==> config.mk <==
export PLATFORM = sky130hd
export DESIGN_NAME = qpm_mac
export DESIGN_NICKNAME = d
export VERILOG_FILES = /design/src/qpm_pkg.sv /design/src/qpm_mac.sv
export SDC_FILE = /design/constraint.sdc
export NUM_CORES = 2
export LEC_CHECK = 0
export ABC_CLOCK_PERIOD_IN_PS = 5500
export BUFFER_PORTS_ARGS = -buffer_cell sky130_fd_sc_hd__buf_4
export CORE_MARGIN = 1
export CORE_UTILIZATION = 24
export DETAILED_ROUTE_END_ITERATION = 8
export PLACE_DENSITY = 0.49
export SYNTH_ARGS = -nofsm -noshare
export SYNTH_HDL_FRONTEND = slang
export SYNTH_SLANG_ARGS = --single-unit
==> constraint.sdc <==
create_clock -name clk_i -period 5.5 [get_ports clk_i]
set_input_delay 0.275 -clock clk_i [delete_from_list [all_inputs] [get_ports clk_i]]
set_output_delay 0.275 -clock clk_i [all_outputs]
set_load 0.1 [all_outputs]
==> src/qpm_pkg.sv <==
// Shared constants, types and lookup functions of the quaternion-to-pointer-motion block.
// No dependencies; every other file of the block refers to this package by scoped names.
`default_nettype none
package qpm_pkg;

  localparam int QW      = 16;   // quaternion component width, Q2.14
  localparam int RPW     = 34;   // exact component of conj(a)*b
  localparam int SW      = 20;   // rounded component of conj(origin)*q
  localparam int A_W     = 35;   // multiplier operand A
  localparam int B_W     = 21;   // multiplier operand B
  localparam int P_W     = A_W + B_W;
  localparam int CW      = 42;   // CORDIC vector width
  localparam int ZW      = 20;   // angle width, radians * 65536
  localparam int DW      = 21;   // yaw minus dead zone
  localparam int SUM_W   = 44;   // accumulator sums
  localparam int FRAC_W  = 17;   // fraction accumulator
  localparam int DZ_W    = 18;
  localparam int G_W     = 16;
  localparam int CFG_AW  = 3;
  localparam int CFG_DW  = 32;
  localparam int RPT_W   = 8;

  localparam int CORDIC_STEPS_DEF = 16;
  localparam int PENDING_BITS_DEF = 24;

  localparam logic [DZ_W-1:0] DEAD_ZONE_RST  = DZ_W'(25736);
  localparam logic [G_W-1:0]  SPEED_GAIN_RST = G_W'(1600);
  localparam logic signed [QW-1:0] QUAT_ONE  = QW'(16384);
  localparam logic signed [ZW-1:0] HALF_PI   = ZW'(102944);

  localparam logic REG_DEAD_ZONE  = 1'b0;
  localparam logic REG_SPEED_GAIN = 1'b1;
  localparam logic CMD_PUSH       = 1'b0;
  localparam logic CMD_DRAIN      = 1'b1;

  typedef struct packed {
    logic vld;
    logic neg;
    logic clr;
  } mac_ctl_t;

  typedef struct packed {
    logic [1:0] bidx;
    logic       neg;
  } qterm_t;

  // Term j of component c of conj(a)*b: a[j] times b[bidx], subtracted when neg.
  function automatic qterm_t quat_term(input logic [1:0] c, input logic [1:0] j);
    qterm_t t;
    t.bidx = 2'(c ^ j);
    case (c)
      2'd0:    t.neg = 1'b0;
      2'd1:    t.neg = (j == 2'd1) || (j == 2'd2);
      2'd2:    t.neg = (j == 2'd2) || (j == 2'd3);
      2'd3:    t.neg = (j == 2'd1) || (j == 2'd3);
      default: t.neg = 1'b0;
    endcase
    return t;
  endfunction

  function automatic logic signed [ZW-1:0] atan_lut(input logic [4:0] i);
    logic signed [ZW-1:0] v;
    case (i)
      5'd0:    v = ZW'(51472);
      5'd1:    v = ZW'(30386);
      5'd2:    v = ZW'(16055);
      5'd3:    v = ZW'(8150);
      5'd4:    v = ZW'(4091);
      5'd5:    v = ZW'(2047);
      5'd6:    v = ZW'(1024);
      5'd7:    v = ZW'(512);
      5'd8:    v = ZW'(256);
      5'd9:    v = ZW'(128);
      5'd10:   v = ZW'(64);
      5'd11:   v = ZW'(32);
      5'd12:   v = ZW'(16);
      5'd13:   v = ZW'(8);
      5'd14:   v = ZW'(4);
      5'd15:   v = ZW'(2);
      5'd16:   v = ZW'(1);
      default: v = '0;
    endcase
    return v;
  endfunction

endpackage
`default_nettype wire

==> src/qpm_mac.sv <==
// Shared multiply-accumulate unit: registered product, then signed accumulate.
// Depends on qpm_pkg for operand widths and the control struct.
`default_nettype none
module qpm_mac (
  input  wire                                clk_i,
  input  wire                                rst_ni,
  input  wire qpm_pkg::mac_ctl_t             ctl_i,
  input  wire logic signed [qpm_pkg::A_W-1:0] a_i,
  input  wire logic signed [qpm_pkg::B_W-1:0] b_i,
  output logic signed [qpm_pkg::P_W-1:0]      acc_o
);
  qpm_pkg::mac_ctl_t                 ctl_q;
  logic signed [qpm_pkg::P_W-1:0]    prod_q;
  logic signed [qpm_pkg::P_W-1:0]    acc_q, acc_d, base;

  always_ff @(posedge clk_i or negedge rst_ni) begin
    if (!rst_ni) begin
      ctl_q <= '0;
    end else begin
      ctl_q <= ctl_i;
    end
  end

  always_comb begin
    base  = ctl_q.clr ? '0 : acc_q;
    acc_d = ctl_q.neg ? base - prod_q : base + prod_q;
  end

  always_ff @(posedge clk_i) begin
    prod_q <= qpm_pkg::P_W'(a_i) * qpm_pkg::P_W'(b_i);
    if (ctl_q.vld) begin
      acc_q <= acc_d;
    end
  end

  assign acc_o = acc_q;
endmodule
`default_nettype wire

* Word-level counts from Yosys, hierarchy flattened
Cells that the tools add are included.
** Cells by class
- Multiplexer cells :: 2
- Add/sub/neg operators :: 2
- Multiply operators :: 1
** Operator list (number)
- $mux W56 :: 2
- $add A56 B56 Y56 :: 1
- $mul A35 B21 Y56 :: 1
- $sub A56 B56 Y56 :: 1
** Word-level totals
- Input port bits :: 61
- Register bits after elaboration :: 115
- Output and inout port bits :: 56
- Logic and storage cells :: 10

* Longest topological paths before layout
- Depth after elaboration :: 3
- Depth in mapped cells :: 29
- Mapped depth without buffers :: 26

* Worst setup path after synthesis
No wires, ideal clock.
- Path type :: input to register
- Start point :: input b_i[6] (netlist bit)
- End point :: register prod_q[54] (netlist bit)
- Data required time :: 5.377 ns
- Library setup time :: 0.123 ns
- Stages :: 24
- Path buffers :: 3
- Slack :: -1.354 ns
- Data arrival time :: 6.731 ns
- Cell sequence :: clkbuf_1 clkbuf_1 nand2_1 fa_1 fa_1 fa_1 inv_1 fa_1 fa_1 fa_1 inv_1 fa_1 inv_1 ha_1 clkbuf_1 and3_1 a221o_1 a21oi_1 o32a_1 nand2b_1 a221o_1 o41ai_1 o21ai_1 xor2_1
** On the way
- Cells in the longest elaborated chain, start to end :: 1
** Ends and longest elaborated chain
- start: declaration :: line qpm_mac.sv:9 : input wire logic signed [qpm_pkg::B_W-1:0] b_i,
- $mul A35 B21 Y56 :: line qpm_mac.sv:30 : prod_q <= qpm_pkg::P_W'(a_i) * qpm_pkg::P_W'(b_i);
- end signal: assignment :: line qpm_mac.sv:30
- end: declaration :: line qpm_mac.sv:13 : logic signed [qpm_pkg::P_W-1:0] prod_q;
Every way passes these cells.
A chain may end at the register's enable or synchronous reset.

* Final worst setup path
- Start point :: input b_i[5] (netlist bit)
- End point :: register prod_q[53] (netlist bit)
The elaborated chain is that of the path after synthesis.

==> flow_summary.json <==
{
  "status": "complete, but fails checks",
  "violations": "setup timing",
  "ioPinCount": 117,
  "ant_nets": 0,
  "required_ps": 5860,
  "cts_tree": "done",
  "dpl_worst_slack_ps": -1864,
  "drt_iter0_drc": 1034,
  "syn_area_per_cell_um2": 8.827,
  "grtUsageTotal": 0.1371,
  "min_period_over_period": 1.158,
  "final_nets": 5153,
  "finalCriticalPeriod_ps": 6370,
  "grt_antenna_before_repair": 8,
  "setup_ws_ps": -870.0,
  "grt_pass1_wl_um": 152600,
  "io_buffer_count": 116,
  "finClkSkew_ps": 22.07,
  "vias": 25300,
  "post_drt_wl_per_cell_um": 16.03,
  "layout.cells.non_filler": 5971,
  "worstSetupPathType": "input pin to register",
  "syn_area_um2": 33410,
  "synth_seq_area_share": 0.08614,
  "synth.distinct_cells": 75,
  "syn-instance-count": 3785,
  "die_area_um2": 140700,
  "syn_nets": 4767,
  "num_rows": 136,
  "cts-buffers-inserted": 25,
  "dieWidth_um": 375.1,
  "fmax_mhz": 157.0,
  "synth_edf_count": 56,
  "die-height_um": 375.1,
  "maxCapViolCount": 0,
  "grt_max_degree": 57,
  "drc_errors": 0,
  "final_common_cell": "inv_1",
  "rsz0062_at_grt": "yes",
  "clockRootBuffer": "clkbuf_16",
  "cp-start-kind": "input pin",
  "worst-endpoint-arrival_ps": 6730,
  "cts.clk_slew.worst_paths_ps": 50,
  "start_util": 0.2424,
  "end_kind": "register",
  "ys_ff_latch": 115,
  "drt_first_pass_iters": 5,
  "slew_viol_final": 0,
  "fin_util": 0.3025,
  "core_um2": 137800,
  "routabilityCongestion": 0.8235,
  "area_growth_pct": 24.78,
  "hp-class": "input pin to async pin",
  "tns_ps": -17800,
  "clkLatencyLatePin_ps": 490,
  "cts_buffer_depth": 3,
  "worstMarginPinSlew_ps": 810.8,
  "dp_hpwl_um": 82670,
  "h-tree-depth": 4,
  "mostFrequentLayoutCells": "inv_1 (841), fa_1 (697), nand2_1 (462)",
  "routed_wl_um": 95730,
  "final_layout_size_suffix_gt1_frac": 0.1922,
  "cp_max_fo": 8,
  "clock-sinks": 115,
  "synth-async-reset-ratio": 0.02609,
  "grt_overflow": 0,
  "dp_cells": 5860,
  "vias_per_cell": 4.238,
  "synthFlopType": "edfxtp_1",
  "slew_headroom": 0.4594,
  "diodes": 0,
  "setup_viol": 32,
  "yosys_warnings": 0,
  "hold_violations": 0,
  "grt_pass1_vias": 27330
}
metrics by stage:
stage / instance area, um^2 / hold WS (ps)
2_1_floorplan: 34020 / -20.59
3_3_place_gp: 38950 / 66.06
3_5_place_dp: 38950 / 66.74
4_1_cts: 41000 / 79.72
5_1_grt: 41690 / 124.5
6_report: 41690 / 113.3
logic make-up after synthesis:
logic type | synth area share
AO/OA/AOI/OAI | 0.07441
XOR/XNOR | 0.04164
adder cells (fa/ha/maj) | 0.5081
buffers and inverters | 0.1199
flip-flops | 0.08614
multiplexers | 0.001873
AND/OR/NAND/NOR | 0.1680
metal layers:
| metal | GRT usage | share of wire | vias to the layer above |
|---|---|---|---|
| met5 | 0 | 0.00079 | - |
| met4 | 0.02865 | 0.018 | 14 |
| met3 | 0.02009 | 0.045 | 82 |
| met2 | 0.2166 | 0.44 | 425 |
| met1 | 0.1973 | 0.49 | 12720 |
| li1 | - | - | 12070 |
critical path, stage by stage:
cell and delay [ps]:
buf_12 110, buf_12 140, and2_4 150, fa_1 460, fa_1 520, inv_1 50
fa_1 480, inv_1 60, fa_1 470, fa_1 510, fa_1 530, inv_2 40
fa_2 560, inv_2 50, ha_4 270, and3_4 210, nand3_2 90, a211o_1 260
nand3_2 120, buf_4 120, buf_6 90, buf_6 100, nand3_4 90, o21ai_4 180
o211ai_1 150, o211ai_1 310, a41oi_2 160, xnor2_1 150
sequential cells by signal, indices dropped and copies added, names as in the netlist:
name and flops:
prod_q 56, ctl_q 3, acc_o 56
final timing paths:
path                             from         end  slack (ps)  cells after the start
setup / recovery               b_i[5]  prod_q[53]        -870                     28
hold / removal                 rst_ni    ctl_q[0]         110                      2
setup reg to reg           prod_q[13]   acc_o[53]         270                     18
hold reg to reg              acc_o[0]    acc_o[0]         790                      3
max in group asynchronous      rst_ni    ctl_q[2]        5280                      2
min in group clk_i             a_i[1]   prod_q[1]         340                      3
what timing repair did:
| item | 4_1_cts | 5_1_grt |
|---|---|---|
| pin swaps | 139 | 95 |
| setup buffers | 60 | 16 |
| gates cloned | 1 | 6 |
| setup endpoints to repair | 34 | 40 |
| gates resized for setup | 217 | 119 |
| hold buffers | 4 | 0 |
| endpoints found under the hold margin | 6 | 0 |
cell usage after synthesis (22+ instances only):
master	n	area (um^2)
edfxtp_1	56	1682
o21ai_0	46	230.2
and3_1	23	143.9
xnor2_1	128	1121
nand2b_1	27	168.9
xor2_1	29	254.0
and2_1	308	1927
dfxtp_1	56	1121
a31oi_1	22	137.6
a21o_1	75	563.0
nor2b_1	70	437.9
nor3_1	30	150.1
nor2_1	118	442.9
fa_1	726	14530
inv_1	873	3277
clkbuf_1	182	683.2
ha_1	195	2440
nand2_1	470	1764
a21oi_1	150	750.7
cell type report:
cell class / count / area (um^2)
fill: 14530 / 96140
multi-input combinational: 2605 / 27530
timing repair buffer: 551 / 5075
inverter: 873 / 3282
sequential: 115 / 2882
tap: 1794 / 2245
clock buffer: 30 / 664.4
clock inverter: 3 / 11.26
Power is left out: the tool's default activity adds up to more than one toggle a clock period on the data nets, which glitch-free logic cannot reach.
