$ cat config.mk
export PLATFORM = sky130hd
export DESIGN_NAME = qpm_cordic
export DESIGN_NICKNAME = d
export VERILOG_FILES = /design/src/qpm_pkg.sv /design/src/qpm_cordic.sv
export SDC_FILE = /design/constraint.sdc
export NUM_CORES = 1
export LEC_CHECK = 0
export BUFFER_PORTS_ARGS = -buffer_cell sky130_fd_sc_hd__buf_2
export CAP_MARGIN = 20
export CORE_ASPECT_RATIO = 0.8
export CORE_MARGIN = 2
export CORE_UTILIZATION = 50
export CTS_BUF_LIST = sky130_fd_sc_hd__clkbuf_4 sky130_fd_sc_hd__clkbuf_8
export CTS_CLUSTER_SIZE = 12
export DETAILED_ROUTE_END_ITERATION = 8
export MAX_ROUTING_LAYER = met4
export PLACE_DENSITY_LB_ADDON = 0.05
export SYNTH_ARGS = -nofsm -noshare
export SYNTH_HDL_FRONTEND = slang
export SYNTH_SLANG_ARGS = --single-unit
$ cat constraint.sdc
create_clock -name clk_i -period 11.4 [get_ports clk_i]
set_input_delay 0 -clock clk_i [delete_from_list [all_inputs] [get_ports clk_i]]
set_output_delay 0 -clock clk_i [all_outputs]
set_load 0.01 [all_outputs]
$ cat src/qpm_pkg.sv
// Shared constants, types and lookup functions of the quaternion-to-pointer-motion block.
// No dependencies; every other file of the block refers to this package by scoped names.
`default_nettype none
package qpm_pkg;

  localparam int QW      = 16;   // quaternion component width, Q2.14
  localparam int RPW     = 34;   // exact component of conj(a)*b
  localparam int SW      = 20;   // rounded component of conj(origin)*q
  localparam int A_W     = 35;   // multiplier operand A
  localparam int B_W     = 21;   // multiplier operand B
  localparam int P_W     = A_W + B_W;
  localparam int CW      = 42;   // CORDIC vector width
  localparam int ZW      = 20;   // angle width, radians * 65536
  localparam int DW      = 21;   // yaw minus dead zone
  localparam int SUM_W   = 44;   // accumulator sums
  localparam int FRAC_W  = 17;   // fraction accumulator
  localparam int DZ_W    = 18;
  localparam int G_W     = 16;
  localparam int CFG_AW  = 3;
  localparam int CFG_DW  = 32;
  localparam int RPT_W   = 8;

  localparam int CORDIC_STEPS_DEF = 16;
  localparam int PENDING_BITS_DEF = 24;

  localparam logic [DZ_W-1:0] DEAD_ZONE_RST  = DZ_W'(25736);
  localparam logic [G_W-1:0]  SPEED_GAIN_RST = G_W'(1600);
  localparam logic signed [QW-1:0] QUAT_ONE  = QW'(16384);
  localparam logic signed [ZW-1:0] HALF_PI   = ZW'(102944);

  localparam logic REG_DEAD_ZONE  = 1'b0;
  localparam logic REG_SPEED_GAIN = 1'b1;
  localparam logic CMD_PUSH       = 1'b0;
  localparam logic CMD_DRAIN      = 1'b1;

  typedef struct packed {
    logic vld;
    logic neg;
    logic clr;
  } mac_ctl_t;

  typedef struct packed {
    logic [1:0] bidx;
    logic       neg;
  } qterm_t;

  // Term j of component c of conj(a)*b: a[j] times b[bidx], subtracted when neg.
  function automatic qterm_t quat_term(input logic [1:0] c, input logic [1:0] j);
    qterm_t t;
    t.bidx = 2'(c ^ j);
    case (c)
      2'd0:    t.neg = 1'b0;
      2'd1:    t.neg = (j == 2'd1) || (j == 2'd2);
      2'd2:    t.neg = (j == 2'd2) || (j == 2'd3);
      2'd3:    t.neg = (j == 2'd1) || (j == 2'd3);
      default: t.neg = 1'b0;
    endcase
    return t;
  endfunction

  function automatic logic signed [ZW-1:0] atan_lut(input logic [4:0] i);
    logic signed [ZW-1:0] v;
    case (i)
      5'd0:    v = ZW'(51472);
      5'd1:    v = ZW'(30386);
      5'd2:    v = ZW'(16055);
      5'd3:    v = ZW'(8150);
      5'd4:    v = ZW'(4091);
      5'd5:    v = ZW'(2047);
      5'd6:    v = ZW'(1024);
      5'd7:    v = ZW'(512);
      5'd8:    v = ZW'(256);
      5'd9:    v = ZW'(128);
      5'd10:   v = ZW'(64);
      5'd11:   v = ZW'(32);
      5'd12:   v = ZW'(16);
      5'd13:   v = ZW'(8);
      5'd14:   v = ZW'(4);
      5'd15:   v = ZW'(2);
      5'd16:   v = ZW'(1);
      default: v = '0;
    endcase
    return v;
  endfunction

endpackage
`default_nettype wire

$ cat src/qpm_cordic.sv
// Iterative CORDIC atan2 in vectoring mode, one micro-rotation per cycle.
// Depends on qpm_pkg for widths, the quarter-turn constant and the arctangent table.
`default_nettype none
module qpm_cordic #(
  parameter int CORDIC_STEPS = qpm_pkg::CORDIC_STEPS_DEF
) (
  input  wire                                 clk_i,
  input  wire                                 rst_ni,
  input  wire                                 start_i,
  input  wire logic signed [qpm_pkg::CW-1:0]  y_i,
  input  wire logic signed [qpm_pkg::CW-1:0]  x_i,
  output logic                                done_o,
  output logic signed [qpm_pkg::ZW-1:0]       z_o
);
  localparam int IW = $clog2(CORDIC_STEPS);

  logic                           busy_q, done_q;
  logic [IW-1:0]                  i_q;
  logic signed [qpm_pkg::CW-1:0]  x_q, y_q, xs, ys;
  logic signed [qpm_pkg::ZW-1:0]  z_q, ang;

  assign xs  = x_q >>> i_q;
  assign ys  = y_q >>> i_q;
  assign ang = qpm_pkg::atan_lut(5'(i_q));

  always_ff @(posedge clk_i or negedge rst_ni) begin
    if (!rst_ni) begin
      busy_q <= 1'b0;
      done_q <= 1'b0;
      i_q    <= '0;
    end else begin
      done_q <= 1'b0;
      if (start_i) begin
        busy_q <= 1'b1;
        i_q    <= '0;
      end else if (busy_q) begin
        i_q <= i_q + IW'(1);
        if (i_q == IW'(CORDIC_STEPS - 1)) begin
          busy_q <= 1'b0;
          done_q <= 1'b1;
        end
      end
    end
  end

  // A vector in the left half-plane is first turned by a quarter turn.
  always_ff @(posedge clk_i) begin
    if (start_i) begin
      if (x_i < 0) begin
        if (y_i >= 0) begin
          x_q <= y_i;
          y_q <= -x_i;
          z_q <= qpm_pkg::HALF_PI;
        end else begin
          x_q <= -y_i;
          y_q <= x_i;
          z_q <= -qpm_pkg::HALF_PI;
        end
      end else begin
        x_q <= x_i;
        y_q <= y_i;
        z_q <= '0;
      end
    end else if (busy_q) begin
      if (y_q > 0) begin
        x_q <= x_q + ys;
        y_q <= y_q - xs;
        z_q <= z_q + ang;
      end else if (y_q < 0) begin
        x_q <= x_q - ys;
        y_q <= y_q + xs;
        z_q <= z_q - ang;
      end
    end
  end

  assign done_o = done_q;
  assign z_o    = z_q;
endmodule
`default_nettype wire

# Yosys cells after proc, flatten, opt, wreduce, memory -nomap -nowiden
# Memories as Yosys holds them, arrays and structs flattened.
# Cells that the tools add are included.
[totals]
register_bits = 110
mem_count = 1
input_bits = 87
out_inout_bits = 21
elab_cells = 52
rom_bits = 256
[memory_table]
columns = ["name", "depth", "word_bits", "rd", "rd_clocked_by_memory_dff", "write_ports", "line_no", "text"]
rows = [
  ["(name not given)", 16, 16, 1, 0, 0, "qpm_pkg.sv:63", "case (i)"],
]
[classes]
n_reduce_logical = 3
add_sub_neg = 9
eq_ne = 1
shifts = 2
magnitude_cmp = 4
mux = 26
[op_table]
columns = ["operator", "count"]
rows = [
  ["$mux 42", 12],
  ["$mux 20", 6],
  ["$add 42x42->42", 2],
  ["$lt 42x1->1 const B", 2],
  ["$neg 42->42", 2],
  ["$sshr 42x4->42", 2],
  ["$sub 42x42->42", 2],
  ["$ge 42x1->1 const B", 1],
  ["$gt 42x1->1 const B", 1],
  ["$add 20x20->20", 1],
  ["$sub 20x20->20", 1],
  ["$mux 4", 2],
  ["$mux 1", 6],
  ["$add 4x1->4 const B", 1],
  ["$eq 4x4->1 const B", 1],
  ["$reduce_bool 3->1", 1],
  ["$reduce_and 2->1", 1],
  ["$reduce_bool 2->1", 1],
]

# Longest topological paths before layout
[depth]
ltp_word = 6
ltp_mapped = 29
ltp_nobuf = 23

# Worst setup path before layout
# No wires, ideal clock.
[synth_timing]
kind = "reg-to-reg"
from = "reg i_q[1]"
to = "reg z_q (netlist bit z_o[17]), data pin"
path_buffers = 6
path_slack_ns = 5.303
synth_period_minus_slack_ns = 6.097
required_time_ns = 11.130
path_stages_with_launch = 29
arrival_ns = 5.827
cell_sequence = "dfrtp_1 -> buf_2 -> inv_2 -> buf_2 -> buf_1 -> clkbuf_1 -> buf_1 -> buf_1 -> ha_1 -> nor2b_1 -> a211oi_1 -> a21oi_1 -> ha_1 -> nand2_1 -> nor2_1 -> a21oi_1 -> xor2_1 -> ha_1 -> a21o_1 -> a21o_1 -> a21o_1 -> a21oi_1 -> nor2_1 -> a311oi_1 -> a21oi_1 -> or3_1 -> a21oi_1 -> xnor2_1 -> o21ai_0"
[synth_between]
elab_chain_cells = 6
elab_cells_between_ends = 7
classes_between = "add/sub: 2; mux: 4; memory: 1"
[synth_lines]
columns = ["item", "line_no", "text"]
rows = [
  ["start, declared", "qpm_cordic.sv:18", "logic [IW-1:0] i_q;"],
  ["start signal, assigned", "qpm_cordic.sv:37", "i_q <= i_q + IW'(1);"],
  ["$mem_v2 16x16 *", "-", ""],
  ["$sub 20x20->20", "qpm_cordic.sv:72", "z_q <= z_q - ang;"],
  ["$mux 20", "qpm_cordic.sv:69", "end else if (y_q < 0) begin"],
  ["$mux 20 *", "qpm_cordic.sv:65", "if (y_q > 0) begin"],
  ["$mux 20 *", "qpm_cordic.sv:64", "end else if (busy_q) begin"],
  ["$mux 20 *", "qpm_cordic.sv:48", "if (start_i) begin"],
  ["end signal, assigned", "qpm_cordic.sv:53", "z_q <= qpm_pkg::HALF_PI;"],
  ["end signal, assigned", "qpm_cordic.sv:68", "z_q <= z_q + ang;"],
  ["end signal, assigned", "qpm_cordic.sv:72", ""],
  ["end, declared", "qpm_cordic.sv:20", "logic signed [qpm_pkg::ZW-1:0] z_q, ang;"],
]
# Every way passes the cells marked *; elsewhere a longest branch is shown, timed or not. The select of a mux whose other input is x is not followed.
# A chain may end at the register's enable or synchronous reset.

# Final worst setup path
[layout_timing]
from = "reg i_q[0]"
to = "reg y_q[40] in the netlist's numbering, data pin"
[layout_between]
elab_chain_cells = 6
elab_cells_between_ends = 7
classes_between = "add/sub: 2; shift: 1; mux: 4"
[layout_lines]
columns = ["item", "line_no", "text"]
rows = [
  ["$sshr 42x4->42 *", "qpm_cordic.sv:22", "assign xs = x_q >>> i_q;"],
  ["$add 42x42->42", "qpm_cordic.sv:71", "y_q <= y_q + xs;"],
  ["$mux 42", "qpm_cordic.sv:69", ""],
  ["$mux 42 *", "qpm_cordic.sv:65", ""],
  ["$mux 42 *", "qpm_cordic.sv:64", ""],
  ["$mux 42 *", "qpm_cordic.sv:48", ""],
  ["end signal, assigned", "qpm_cordic.sv:52", "y_q <= -x_i;"],
  ["end signal, assigned", "qpm_cordic.sv:67", "y_q <= y_q - xs;"],
  ["end signal, assigned", "qpm_cordic.sv:71", ""],
  ["end, declared", "qpm_cordic.sv:19", "logic signed [qpm_pkg::CW-1:0] x_q, y_q, xs, ys;"],
]
# Marked as above.

==> summary.md <==
| Metric | Value |
|---|---|
| Min-Delay Endpoint | x_q[27]$_DFFE_PP_ |
| Chip height | 180 um |
| TNS Setup | 0 ns |
| Worst hold-check path type | input pin to flop |
| Via-to-Cell Ratio | between 6 and 7 |
| RSZ-0062 raised after global routing | false |
| Setup crit end kind | flop |
| Tmin final | about 7.3 ns |
| Setup CP Type | flop to flop |
| Iteration-0 DRC Markers | about 2.3k |
| WL final | just under 70,000 um |
| Largest fanout on the critical path | between 50 and 60 |
| Number of setup violations in the final report | 0 |
| CP Cell Sequence | buf_4 > mux4_2 > mux4_2 > or2_0 > nand3b_1 > and4bb_2 > nand2_1 > o21ai_0 > xor2_1 > ha_1 > a21oi_1 > o21ai_0 > a21o_1 > a21oi_1 > o21ai_0 > a31oi_1 > a21oi_1 > a31oi_1 > o311ai_0 > or4_1 > nand4_1 |
| Root Buffer | clkbuf_8 |
| Sequential element share of the synthesized area | between 10% and 20% |
| Ports | about 110 |
| Syn nets | between 2k and 3k |
| H-tree level count | 3 |
| Yosys top cell by area | edfxtp_1 |
| First-pass GRT wire length | 106,000 um |
| Die W | 224 um |
| Critical path origin | i_q[0]$_DFFE_PN0P_ |
| ANT nets after route | 0 |
| Clock transition at the registers of the reported paths | between 0.1 and 0.15 ns |
| Worst Max-Slew Pin Slew | slightly above 0.9 ns |
| Hold path depth | 3 |
| Largest net degree at the start of global routing | between 90 and 100 |
| Top post-synthesis cells by area | edfxtp_1 (16%), mux4_2 (8.5%), ha_1 (7.8%) |
| Critical R2R Launch | i_q[0]$_DFFE_PN0P_ |
| Slowest stage delay, CP | between 0.9 and 1 ns |
| Row count | 64 |
| R2R Setup Slk | between 4 and 5 ns |
| Share of layout cells above drive strength 1 | between 10% and 20% |
| Arrival @ worst endpoint | between 7 and 8 ns |
| Final count of hold timing violations | 0 |
| CP Launch Type | flop |
| Gr usage total | between 30% and 40% |
| Critical path's slowest cell | dfrtp_4 |
| Hold wc startpoint | x_i[27] |
| Distinct cells, synth | a little over 90 |
| Worst-Skew Late Latency | roughly 0.50 ns |
| Yosys warning count | 0 |
| Nets | ~2.7k |
| Reg2reg path depth | 21 |
| Starting density of the core | between 50% and 60% |
| Max Root-Sink Buffers | 2 |
| Seq cells post-synth | 110 |
| EDFF count, synth | roughly 100 |
| Final Non-Filler Cells | slightly below 3k |
| IO Port Bufs | 107 |
| Pins over their slew limit | 0 |
| Top FF cell, synth | edfxtp_1 |
| Req. time, crit path | 11.77 ns |
| Placed insts | about 2.9k |
| Synth-to-Final Area Change | 8.61% |
| Vias | a little under 20k |
| Initial antenna violation count | 4 |
| CTS Sinks | between 100 and 150 |
| Grt ovf | 0 |
| Remaining DRCs | 0 |
| Die area | ~40,000 um^2 |
| Async SR Flop Fraction | roughly 5.5% |
| Fmax | 137 MHz |
| DP HPWL | around 52,000 um |
| GP Congestion | 1.00 |
| Core Box Area | approximately 38,000 um^2 |
| Wirelength per Cell | 23.3 um |
| Hold slack | 0.00385 ns |
| Mapped Cells | 2,372 |
| Final Cycle Share | between 60% and 70% |
| Synthesized area per cell | 8.14 um^2 |
| TritonCTS buffer count | 9 |
| Vias in the first global route | around 18k |
| Status | finished, final reports clean |
| Relative slew margins | 37.8% |
| Setup Skew | roughly 0.018 ns |
| R2R Path End | y_q[40]$_DFFE_PP_ |
| Mapped Area | 19,300 um^2 |
| Max_cap viols | 0 |
| DRT Pass-1 Iters | 7 |
| CTS tree | yes |
| Post-synth top area share | 16.2% |
-- sequential cells by signal, indices dropped and copies added, names as in the netlist --
register,count
y_q,42
i_q,4
done_o,1
busy_q,1
z_o,20
x_q,42
-- cells by family (layout without fill, tap and decap cells) --
group | after synthesis | in the layout | share of synthesized area (%)
mux | 209 | 209 | 16.1
other cells | 0 | 2 | 0
xor+xnor | 246 | 246 | 11.2
buf+inv | 203 | 279 | 4.56
compound gates | 776 | 776 | 25.6
simple gates | 705 | 705 | 17.6
flops | 110 | 110 | 17.0
fa+ha+maj | 123 | 123 | 8.09
-- cell usage in the layout (no fill, tap or decap), types with 19 or more instances in the layout --
master / n
nand2_1: 255
o21ai_0: 223
a21oi_1: 170
nor2_1: 148
xor2_1: 133
ha_1: 120
xnor2_1: 113
buf_2: 105
edfxtp_1: 104
mux2i_1: 78
o211ai_1: 78
a21o_1: 77
dlygate4sd3_1: 77
mux4_2: 73
inv_1: 55
nor3_1: 54
mux2_2: 46
nand3_1: 40
o31ai_1: 33
a31oi_1: 32
nand2b_1: 31
or3_1: 31
a211oi_1: 28
nor4_1: 22
buf_4: 21
nor2b_1: 20
and3_1: 19
-- worst max-delay path by stage --
stage,to,slack [ns],cells after the start
floorplan,z_o[17]$_DFFE_PP_,5.30,28
CTS,y_q[40]$_DFFE_PP_,4.19,21
global route,x_q[39]$_DFFE_PP_,3.52,21
detailed placement,y_q[40]$_DFFE_PP_,4.26,21
global placement,y_q[40]$_DFFE_PP_,4.38,21
finish,y_q[40]$_DFFE_PP_,4.09,21
-- per-stage QoR --
| step | util (%) | setup slack, ns | area [um^2] |
|---|---|---|---|
| after floorplan | - | 5.30 | 19300 |
| final | 55.0 | 4.09 | 21000 |
| after detailed placement | 52.4 | 4.26 | 20000 |
| after CTS | 55.0 | 4.19 | 21000 |
| after global routing | 55.0 | 3.52 | 21000 |
| after global placement | 52.4 | 4.38 | 20000 |
-- area by class of cell --
cell class | instances | area (um^2)
antenna | 2 | 5.00
fill | 3582 | 17200
clock inverter | 6 | 82.6
timing repair buffer | 204 | 1470
sequential | 110 | 3280
clock buffer | 9 | 124
tap | 495 | 619
multi-input combinational | 2059 | 15200
inverter | 60 | 225
-- cells in the mapped netlist, types with 73 or more instances --
| cell | n |
|---|---|
| clkbuf_1 | 86 |
| edfxtp_1 | 104 |
| mux4_2 | 73 |
| a21o_1 | 78 |
| o21ai_0 | 223 |
| mux2i_1 | 78 |
| a21oi_1 | 170 |
| xor2_1 | 133 |
| ha_1 | 120 |
| nor2_1 | 149 |
| nand2_1 | 256 |
| o211ai_1 | 78 |
| xnor2_1 | 113 |
-- per-layer routing --
metal / share of wire, % / wire, um / global-route usage [%]
met1: 47 / 31900 / 52.0
met2: 41 / 28100 / 47.8
met3: 11 / 7220 / 7.63
met4: 1.9 / 1290 / 7.36
met5: 0 / 0 / -
-- worst max-delay path: cells and delay by family (launching register included) --
family / cells / cell delay, ns
buf+inv: 1 / 0.61
flops: 1 / 0.92
fa+ha+maj: 1 / 0.32
xor+xnor: 1 / 0.35
compound gates: 10 / 2.19
mux: 2 / 1.16
simple gates: 6 / 1.53
-- what timing repair did --
item / 4_1_cts / 5_1_grt
gates resized for setup: 0 / 0
hold buffers: 77 / 0
hold endpoints to repair: 70 / 0
buffers inserted: 0 / 0
Power is left out: the tool's default activity adds up to more than one toggle a clock period on the data nets, which glitch-free logic cannot reach.
